File: src/hw/rtl/pctt_ram.sv
// generic single-write, single-read ram with registered read data
// no dependencies
module pctt_ram #(
   parameter int WIDTH = 96,
   parameter int DEPTH = 32
) (
   input  logic                                 clock,
   input  logic                                 wr_en,
   input  logic [(DEPTH > 1 ? $clog2(DEPTH) : 1)-1:0] wr_addr,
   input  logic [WIDTH-1:0]                     wr_data,
   input  logic                                 rd_en,
   input  logic [(DEPTH > 1 ? $clog2(DEPTH) : 1)-1:0] rd_addr,
   output logic [WIDTH-1:0]                     rd_data
);
   logic [WIDTH-1:0] mem_ff [DEPTH];
   logic [WIDTH-1:0] rd_data_ff;

   always_ff @(posedge clock) begin
      if (wr_en) begin
         mem_ff[wr_addr] <= wr_data;
      end
      if (rd_en) begin
         rd_data_ff <= mem_ff[rd_addr];
      end
   end

   assign rd_data = rd_data_ff;
endmodule

File: config.mk
export PLATFORM = sky130hd
export DESIGN_NAME = pctt_ram
export DESIGN_NICKNAME = d
export VERILOG_FILES = /design/src/hw/rtl/pctt_ram.sv
export SDC_FILE = /design/constraint.sdc
export NUM_CORES = 2
export LEC_CHECK = 0
export BUFFER_PORTS_ARGS = -buffer_cell sky130_fd_sc_hd__buf_2
export CORE_MARGIN = 4
export CORE_UTILIZATION = 60
export CTS_BUF_LIST = sky130_fd_sc_hd__clkbuf_2 sky130_fd_sc_hd__clkbuf_4 sky130_fd_sc_hd__clkbuf_8
export DETAILED_ROUTE_END_ITERATION = 8
export HOLD_SLACK_MARGIN = 0.15
export PLACE_DENSITY_LB_ADDON = 0.1
export SLEW_MARGIN = 30
export SYNTH_ARGS = -nofsm -noshare
export SYNTH_HDL_FRONTEND = slang
export SYNTH_SLANG_ARGS = --single-unit
File: constraint.sdc
create_clock -name clock -period 11.5 [get_ports clock]
set_clock_uncertainty 0.05 [all_clocks]
set_input_delay 1.15 -clock clock [delete_from_list [all_inputs] [get_ports clock]]
set_output_delay 1.15 -clock clock [all_outputs]
set_load 0.02 [all_outputs]
## Word-level counts from Yosys, hierarchy flattened

Memories as Yosys holds them, arrays and structs flattened. A register that Yosys moved wholly into a read port is not among the register bits.
Index checks and enable logic that the tools add are counted.

| cells by class | value |
|---|---|
| multiplexer cells | 2 |

Operators by type and width:

| operator | count |
|---|---|
| two-way mux 1 bit | 2 |

| word-level totals | value |
|---|---|
| RAM bits | 3,072 |
| output and inout bits | 96 |
| flip-flop bits (word level) | 0 |
| input bits | 109 |
| memories | 1 |
| logic and storage cells | 3 |

Memories:

| name | words | width | rd ports | clocked after memory_dff | write ports | line | source |
|---|---|---|---|---|---|---|---|
| mem_ff | 32 | 96 | 1 | 1 | 1 | 15 | `logic [WIDTH-1:0] mem_ff [DEPTH];` |

## Logic depth before layout (Yosys ltp)

| depth | value |
|---|---|
| word-level depth | 2 |
| depth in mapped cells | 9 |
| depth with buffers taken out | 4 |

## Least setup slack after synthesis

No wires, ideal clock.

| timing | value |
|---|---|
| path type | input -> register |
| start | input port wr_addr[1] (netlist bit) |
| end | memory mem_ff[12][0] (enable) |
| required time | 10,898 ps |
| buffers on the path | 1 |
| stages | 3 |
| library setup time | 552 ps |
| arrival | 5,809 ps |
| slack | 5,090 ps |
| cell sequence | or3b_2 clkbuf_1 nor2_1 |

RTL lines:

| element | line | source |
|---|---|---|
| start: declaration | 9 | `input logic [(DEPTH > 1 ? $clog2(DEPTH) : 1)-1:0] wr_addr,` |
| end: declaration | 15 |  |

Straight into the memory's write port.

==> impl_metrics.json <==
{
  "outcome": "finished, final reports clean",
  "port_buffers": 204,
  "grt_max_degree": 123,
  "p_leak_nw": 44.2,
  "rsz0062_at_grt": "false",
  "drt_wl_total_um": 311000,
  "max_stage_delay_ps": 850,
  "synth_seq_area_share": 0.796,
  "crit_type": "in -> reg",
  "cp_slowest_cell": "buf_4",
  "worstPathRequired_ps": 12220,
  "die_w_um": 454,
  "clk_path_buf_depth": 4,
  "numCtsBuffers": 534,
  "syn_avg_cell_area_um2": 21.3,
  "path_cells": "buf_8 -> buf_12 -> buf_4 -> buf_4 -> mux4_2 -> a22o_1 -> a31oi_1 -> nand3_1",
  "clock_latency_ps": 1060,
  "ant_nets": 0,
  "drcViolationCount": 0,
  "grt_use_total": 0.303,
  "synthTopCellsByCount": "3,168 x edfxtp_1, 768 x mux2i_1, 511 x a22oi_1, 384 x mux4_2, 194 x nand3_1",
  "hpwl_um": 142000,
  "synth-edff-count": 3168,
  "wl_per_cell_um": 34.0,
  "synth-main-ff-cell": "edfxtp_1",
  "fin_crit_sh": 0.394,
  "grt_pass1_vias": 60900,
  "syn_inst": 5604,
  "final_hold_viol_count": 0,
  "cp_top_family": "buffers and inverters",
  "drive_above_1_share": 0.241,
  "synth_warnings": 0,
  "fmax_mhz": 221,
  "dpl_cell_area_mm2": 0.124,
  "synth_largest_area_cell": "edfxtp_1",
  "finalSetupTns_ps": 0,
  "ir_drop_mv": 0.103,
  "via_per_inst": 6.65,
  "vias": 60800,
  "cts-root-buf": "clkbuf_8",
  "cp_num_buf_inv": 4,
  "first_pass_iters": 6,
  "areaGrowthSynthToFinish_pct": 12.0,
  "fp.dieH_um": 454,
  "synth_top_area_share": 0.796,
  "hold_path_class": "in -> reg",
  "num_rows": 163,
  "fin_area_mm2": 0.134,
  "synth.distinct_cells": 29,
  "antenna_found_initial": 32,
  "grt_pass1_wl_um": 441000,
  "slew_viol_final": 0,
  "cts_tree": "done",
  "max-slew-margin-rel": 0.223,
  "cp_max_fo": 104,
  "cts.repair.resized": 0,
  "grt-ovfl-total": 0,
  "cts_setup_buffers": 0,
  "min_period_ps": 4530,
  "ys_ff_latch": 3168,
  "syn_nets": 5713,
  "clkTransAtPathRegs_ps": 60,
  "gp_congestion": 0.736,
  "drtIter0Drc": 7819,
  "power_density_mw_per_mm2": 174,
  "tightest_slew_ps": 1170,
  "cts-htree-levels": 6,
  "clock-sinks": 3168,
  "dieArea_mm2": 0.206,
  "drv_cap": 0,
  "final_nets": 6270,
  "core_mm2": 0.198,
  "cts_hold_buf": 0,
  "setup_viol": 0,
  "start_util": 0.605,
  "crit_arrival_ps": 5260,
  "yosysMostFrequentCell": "edfxtp_1",
  "cpMostUsedCell": "buf_4",
  "ys_async_sr_fraction": 0,
  "synthTopCellsByArea": "edfxtp_1 80%, mux4_2 7.2%, mux2i_1 6.4%",
  "power_mw": 23.3,
  "ios": 205,
  "end_kind": "register",
  "crit_path_start_kind": "input pin",
  "synthesis.area_mm2": 0.120
}
## path summary, 6_finish.rpt
check                                    start  cells after the start  slack (ps)            end
worst max-delay path                rd_addr[0]                      8        6970    rd_data[24]
worst max register to register  mem_ff[10][67]                      4        9680    rd_data[67]
worst min register to register   mem_ff[21][9]                      4         640     rd_data[9]
worst min-delay path               wr_data[90]                      1         530  mem_ff[4][90]
## metrics by stage
stage,hold slack [ps],cells,utilization,worst slack (ps)
floorplan,576,5604,-,5090
global placement,614,8257,0.627,5850
detailed placement,618,8263,0.628,5780
CTS,414,9131,0.677,6930
global route,478,9138,0.677,6570
finish,533,9143,0.677,6970
## flip-flops by register name, indices dropped and copies added, names as in the netlist
| register | cells |
|---|---|
| rd_data | 96 |
| mem_ff | 3072 |
## power by group
group          total [mW]  switching, mW  internal, mW
registers            13.0         0.0568          12.9
logic                1.10          0.732         0.367
clock network        9.29           4.23          5.06
total                23.3           5.02          18.3
## layout by cell type, fill, tap and decap left out, types with 45 or more instances in the layout
cell type,n
mux4_2,384
nand3_1,194
nand4_1,45
clkbuf_4,179
a22o_1,51
a31oi_1,51
buf_4,102
buf_2,199
edfxtp_1,3168
a22oi_1,511
mux2i_1,768
clkbuf_8,560
clkinv_1,88
## final cells by class
class | count | area, um^2
Antenna cell | 10 | 25.0
Tap cell | 2640 | 3300
Sequential cell | 3168 | 95100
Clock buffer | 739 | 9050
Timing Repair Buffer | 339 | 2540
Inverter | 1 | 3.75
Clock inverter | 129 | 596
Multi-Input combinational cell | 2117 | 23200
Fill cell | 12500 | 63800
## worst register-to-register path, delay by kind of cell (launching register included)
| family | cells | cell delay (ps) |
|---|---|---|
| simple gates | 1 | 160 |
| compound gates | 2 | 490 |
| flops | 1 | 380 |
| mux | 1 | 480 |
## cell families after synthesis
family                 Yosys count  synth area share
multiplexers                  1152             0.137
AO/OA/AOI/OAI                  627            0.0392
flip-flops                    3168             0.796
AND/OR/NAND/NOR                338            0.0146
buffers and inverters          319            0.0135
## per-layer routing
metal  up-vias  global-route usage  wire [um]  share of wire
met2      3268               0.495     155000           0.50
li1      24700                   -          -              -
met5         -                   0         61        0.00020
met3       606              0.0543      27700          0.089
met1     32200               0.424     120000           0.38
met4        10              0.0934       8840          0.028
Power figures use the tool's default switching activity.
