==> src/hw/rtl/pctt_pkg.sv <==
// types and codes of the periodic callback timer table
// no dependencies
package pctt_pkg;

   localparam int HANDLE_W = 16;
   localparam int PID_W    = 16;
   localparam int PERIOD_W = 32;

   typedef enum logic [1:0] {
      REQ_TICK   = 2'd0,
      REQ_APPEND = 2'd1,
      REQ_REMOVE = 2'd2,
      REQ_CLEAR  = 2'd3
   } req_code_type;

   typedef enum logic [1:0] {
      STATUS_OK        = 2'd0,
      STATUS_FULL      = 2'd1,
      STATUS_NOT_FOUND = 2'd2
   } status_code_type;

   typedef enum logic {
      KIND_FIRE = 1'b0,
      KIND_DONE = 1'b1
   } kind_code_type;

   typedef enum logic [2:0] {
      ST_IDLE,
      ST_PRIME,
      ST_TICK,
      ST_SEARCH,
      ST_SHIFT,
      ST_DONE
   } state_type;

   typedef struct packed {
      logic [HANDLE_W-1:0] handle;
      logic [PID_W-1:0]    owner;
      logic [PERIOD_W-1:0] period;
      logic [PERIOD_W-1:0] countdown;
   } entry_type;

   localparam int ENTRY_W = $bits(entry_type);

   typedef struct packed {
      logic owner_hit;
      logic fire;
      logic handle_hit;
   } unit_flags_type;

endpackage

==> src/hw/rtl/pctt_entry_unit.sv <==
// shared per-entry unit: owner and handle compare, countdown decrement and reload
// depends on pctt_pkg
module pctt_entry_unit import pctt_pkg::*; (
   input  entry_type           entry_in,
   input  logic [PID_W-1:0]    pid,
   input  logic [HANDLE_W-1:0] handle,
   output unit_flags_type      flags,
   output entry_type           entry_out
);
   logic [PERIOD_W-1:0] dec;

   always_comb begin
      dec             = entry_in.countdown - PERIOD_W'(1);
      flags.owner_hit = (entry_in.owner == pid);
      flags.fire      = flags.owner_hit && (dec == '0);
      flags.handle_hit = (entry_in.handle == handle);
      entry_out       = entry_in;
      if (flags.fire) begin
         entry_out.countdown = entry_in.period;
      end else if (flags.owner_hit) begin
         entry_out.countdown = dec;
      end
   end
endmodule

==> config.mk <==
export PLATFORM = sky130hd
export DESIGN_NAME = pctt_entry_unit
export DESIGN_NICKNAME = d
export VERILOG_FILES = /design/src/hw/rtl/pctt_pkg.sv /design/src/hw/rtl/pctt_entry_unit.sv
export SDC_FILE = /design/constraint.sdc
export NUM_CORES = 1
export LEC_CHECK = 0
export BUFFER_PORTS_ARGS = -buffer_cell sky130_fd_sc_hd__buf_2
export CAP_MARGIN = 30
export CORE_AREA = 2 2 87 89
export DETAILED_ROUTE_END_ITERATION = 7
export DIE_AREA = 0 0 89 91
export PLACE_DENSITY_LB_ADDON = 0.05
export SYNTH_ARGS = -nofsm -noshare
export SYNTH_HDL_FRONTEND = slang
export SYNTH_SLANG_ARGS = --single-unit
==> constraint.sdc <==
create_clock -name vclk -period 2.28
set_input_delay 0.114 -clock vclk [all_inputs]
set_output_delay 0.114 -clock vclk [all_outputs]
set_load 0.05 [all_outputs]
Word level (Yosys, flattened, before mapping)
Cells that the tools add are included.
{"block": "totals", "wordCells": 7, "register_bits": 0, "in_bits": 128, "out_inout_bits": 99}
{"block": "op_classes", "muxes": 2, "eq_ne": 2, "addsub": 1, "n_reduce_logical": 2}
{"cell": "$mux 32", "n": 2}
{"cell": "$eq 16x16->1", "n": 2}
{"cell": "$logic_not 32->1", "n": 1}
{"cell": "$sub 32x1->32 const B", "n": 1}
{"cell": "$logic_and 1x1->1", "n": 1}

Longest topological paths before layout
{"block": "depth", "ltp_word": 4, "depth_mapped": 11, "ltp_nobuf": 9}

Worst setup path after synthesis
OpenSTA, ideal clock, no wires.
{"block": "synth_path", "path_kind": "input-to-output", "start": "input port pid[3]", "end": "output port flags[1] (netlist bit)", "path_slack_ps": -1544, "required_ps": 2166, "cell_stages": 7, "n_path_buf": 1, "arrival_time_ps": 3710, "path_cell_list": "xnor2_1 -> nand4_1 -> nor4_1 -> clkbuf_1 -> nand3_1 -> a2111o_1 -> nor4_1"}
{"element": "from (decl)", "line_no": "pctt_entry_unit.sv:5", "rtl": "input logic [PID_W-1:0] pid,"}
{"element": "to (decl)", "line_no": "pctt_entry_unit.sv:7", "rtl": "output unit_flags_type flags,"}

==> impl_metrics.json <==
{
  "status": "finished, violations left",
  "violations": "negative setup slack",
  "hp-class": "primary input to primary output",
  "core_area_mm2": 0.00714,
  "antenna_found_initial": 0,
  "max_freq_mhz": 358,
  "yosysSeqAreaShare": 0,
  "ioPinCount": 227,
  "criticalPathCategory": "primary input to primary output",
  "layout_commonest_cell": "buf_2",
  "crit_path_cell_trace": "buf_6 > or4_4 > nor3_4 > and4b_1 > o21ai_2 > a2111oi_4 > or3b_4 > buf_12 > buf_12 > o21ai_4 > buf_6",
  "arrival_ns": 2.68,
  "seq_cell_count": 0,
  "cellPowerDensity_mw_per_mm2": 210,
  "crit_required_ns": 2.17,
  "end_kind": "primary output",
  "grt_max_degree": 16,
  "syn_inst": 317,
  "grt_pass1_vias": 2681,
  "nFillCells": 723,
  "worst_pin_slew_ns": 0.506,
  "whs_endpoint": "entry_out[38]",
  "track_usage": 0.179,
  "antenna_cells": 0,
  "hold_depth": 2,
  "die_w_um": 89,
  "portBuffers": 227,
  "setup_ws_ns": -0.511,
  "wire_per_inst_um": 12.2,
  "grt_overflow": 0,
  "avgSynthCellArea_um2": 7.06,
  "finalNonFillerCells": 653,
  "finalPower_uw": 900,
  "hold_viol_final": 0,
  "p_leak_uw": 0.00202,
  "drc": 0,
  "fin_nets": 686,
  "slew_violations": 0,
  "drtAntennaViolNets": 0,
  "min_period_ns": 2.79,
  "cts_hold_buf": 0,
  "vias": 2941,
  "die_h_um": 91,
  "max_stage_delay_ns": 0.55,
  "rsz0062_at_grt": "yes",
  "die_area_mm2": 0.00810,
  "row_count": 31,
  "vias_per_cell": 4.50,
  "ff_latch_area_um2": 0,
  "drt-pass1-iter-count": 4,
  "crit_path_max_fanout": 8,
  "worstHoldStart": "entry_in[38]",
  "final_cell_mix": "buf_2 (189), buf_4 (67), xnor2_1 (48), buf_6 (40), inv_1 (31)",
  "peakVddDrop_mv": 0.171,
  "crit_path_top_delay_cell": "or4_4",
  "initial_core_util": 0.313,
  "synth_area_mm2": 0.00224,
  "synth_nets": 447,
  "final.period_utilization": 1.22,
  "nClkBuffers": 0,
  "layout-drive-gt1-share": 0.662,
  "yosys_warnings": 0,
  "cp-start-kind": "primary input",
  "relSlewSlack": 0.659,
  "routed_wl_um": 7990,
  "finalSetupViolations": 32,
  "yosys.cell_types.count": 46,
  "drtIter0Drc": 118,
  "hpwl_um": 6850,
  "post-place-cells": 645,
  "grt_pass1_wl_um": 12000,
  "gp_congestion": 0.883,
  "maxCapViolations": 0,
  "syn_to_final_growth_pct": 92.0
}
-- worst max-delay path by stage --
stage / startpoint / to
4_1_cts: entry_in[3] / entry_out[26]
2_1_floorplan: entry_in[3] / entry_out[25]
5_1_grt: entry_in[0] / entry_out[26]
3_3_place_gp: entry_in[21] / entry_out[7]
6_report: entry_in[3] / entry_out[31]
3_5_place_dp: entry_in[0] / entry_out[18]
-- metal layers --
layer,GRT usage,vias up,part of all wire,wire [µm]
met3,0.0109,2,0.063,504
met1,0.231,1328,0.39,3120
met2,0.339,115,0.54,4340
met4,0,0,0.0034,27
met5,0,-,0,0
li1,-,1496,-,-
-- logic make-up after synthesis --
family	Yosys count	synth area share
adders and majority gates	2	0.0112
and+or+nand+nor	99	0.255
buffers and inverters	102	0.292
xor gates and xnor gates	65	0.254
muxes	3	0.0179
AOI/OAI and AO/OA	46	0.169
-- where the power goes --
group	internal, µW	total [µW]	switching [µW]
Clock	0	0	0
Sequential	0	0	0
Combinational	341	900	559
-- worst max-delay path: cells and delay by family --
family | cells | cell delay, ns
compound gates | 3 | 0.55
buf+inv | 4 | 0.57
simple gates | 4 | 1.43
-- Yosys cell counts (4+ instances only) --
| master | count | area (µm²) |
|---|---|---|
| buf_4 | 64 | 480 |
| buf_6 | 4 | 45.0 |
| inv_1 | 33 | 124 |
| nand2_1 | 14 | 52.6 |
| nand3_1 | 8 | 40.0 |
| nand4_1 | 13 | 81.3 |
| nor2_1 | 18 | 67.6 |
| nor3_1 | 7 | 35.0 |
| nor4_1 | 8 | 50.1 |
| o21ai_2 | 28 | 245 |
| or3_1 | 7 | 43.8 |
| or4_1 | 4 | 30.0 |
| xnor2_1 | 49 | 429 |
| xor2_1 | 16 | 140 |
-- layout make-up --
| cell class | instances | area [µm²] | share of cell area |
|---|---|---|---|
| multi-input combinational | 216 | 1990 | 0.462 |
| inverter | 33 | 124 | 0.0288 |
| timing repair buffer | 305 | 2060 | 0.480 |
| tap | 99 | 124 | 0.0288 |
-- per-stage QoR --
step	worst slack, ns	cell area (µm²)	TNS (ns)	utilization	hold slack (ns)
final	-0.511	4300	-14.63	0.602	0.529
after global routing	-0.622	4300	-18.28	0.602	0.533
after CTS	-0.493	4150	-14.61	0.581	0.530
after detailed placement	-0.647	3800	-19.91	0.532	0.530
after global placement	-0.651	3800	-20.23	0.532	0.529
after floorplan	-0.331	2510	-9.27	-	0.395
-- repair_timing --
item                       CTS  global route
gates resized for setup     82            29
setup endpoints to repair   33            33
cloned                       2             0
pin swaps                    9            16
buffers inserted             2             4
No activity file was read; power rests on OpenSTA's default activity.
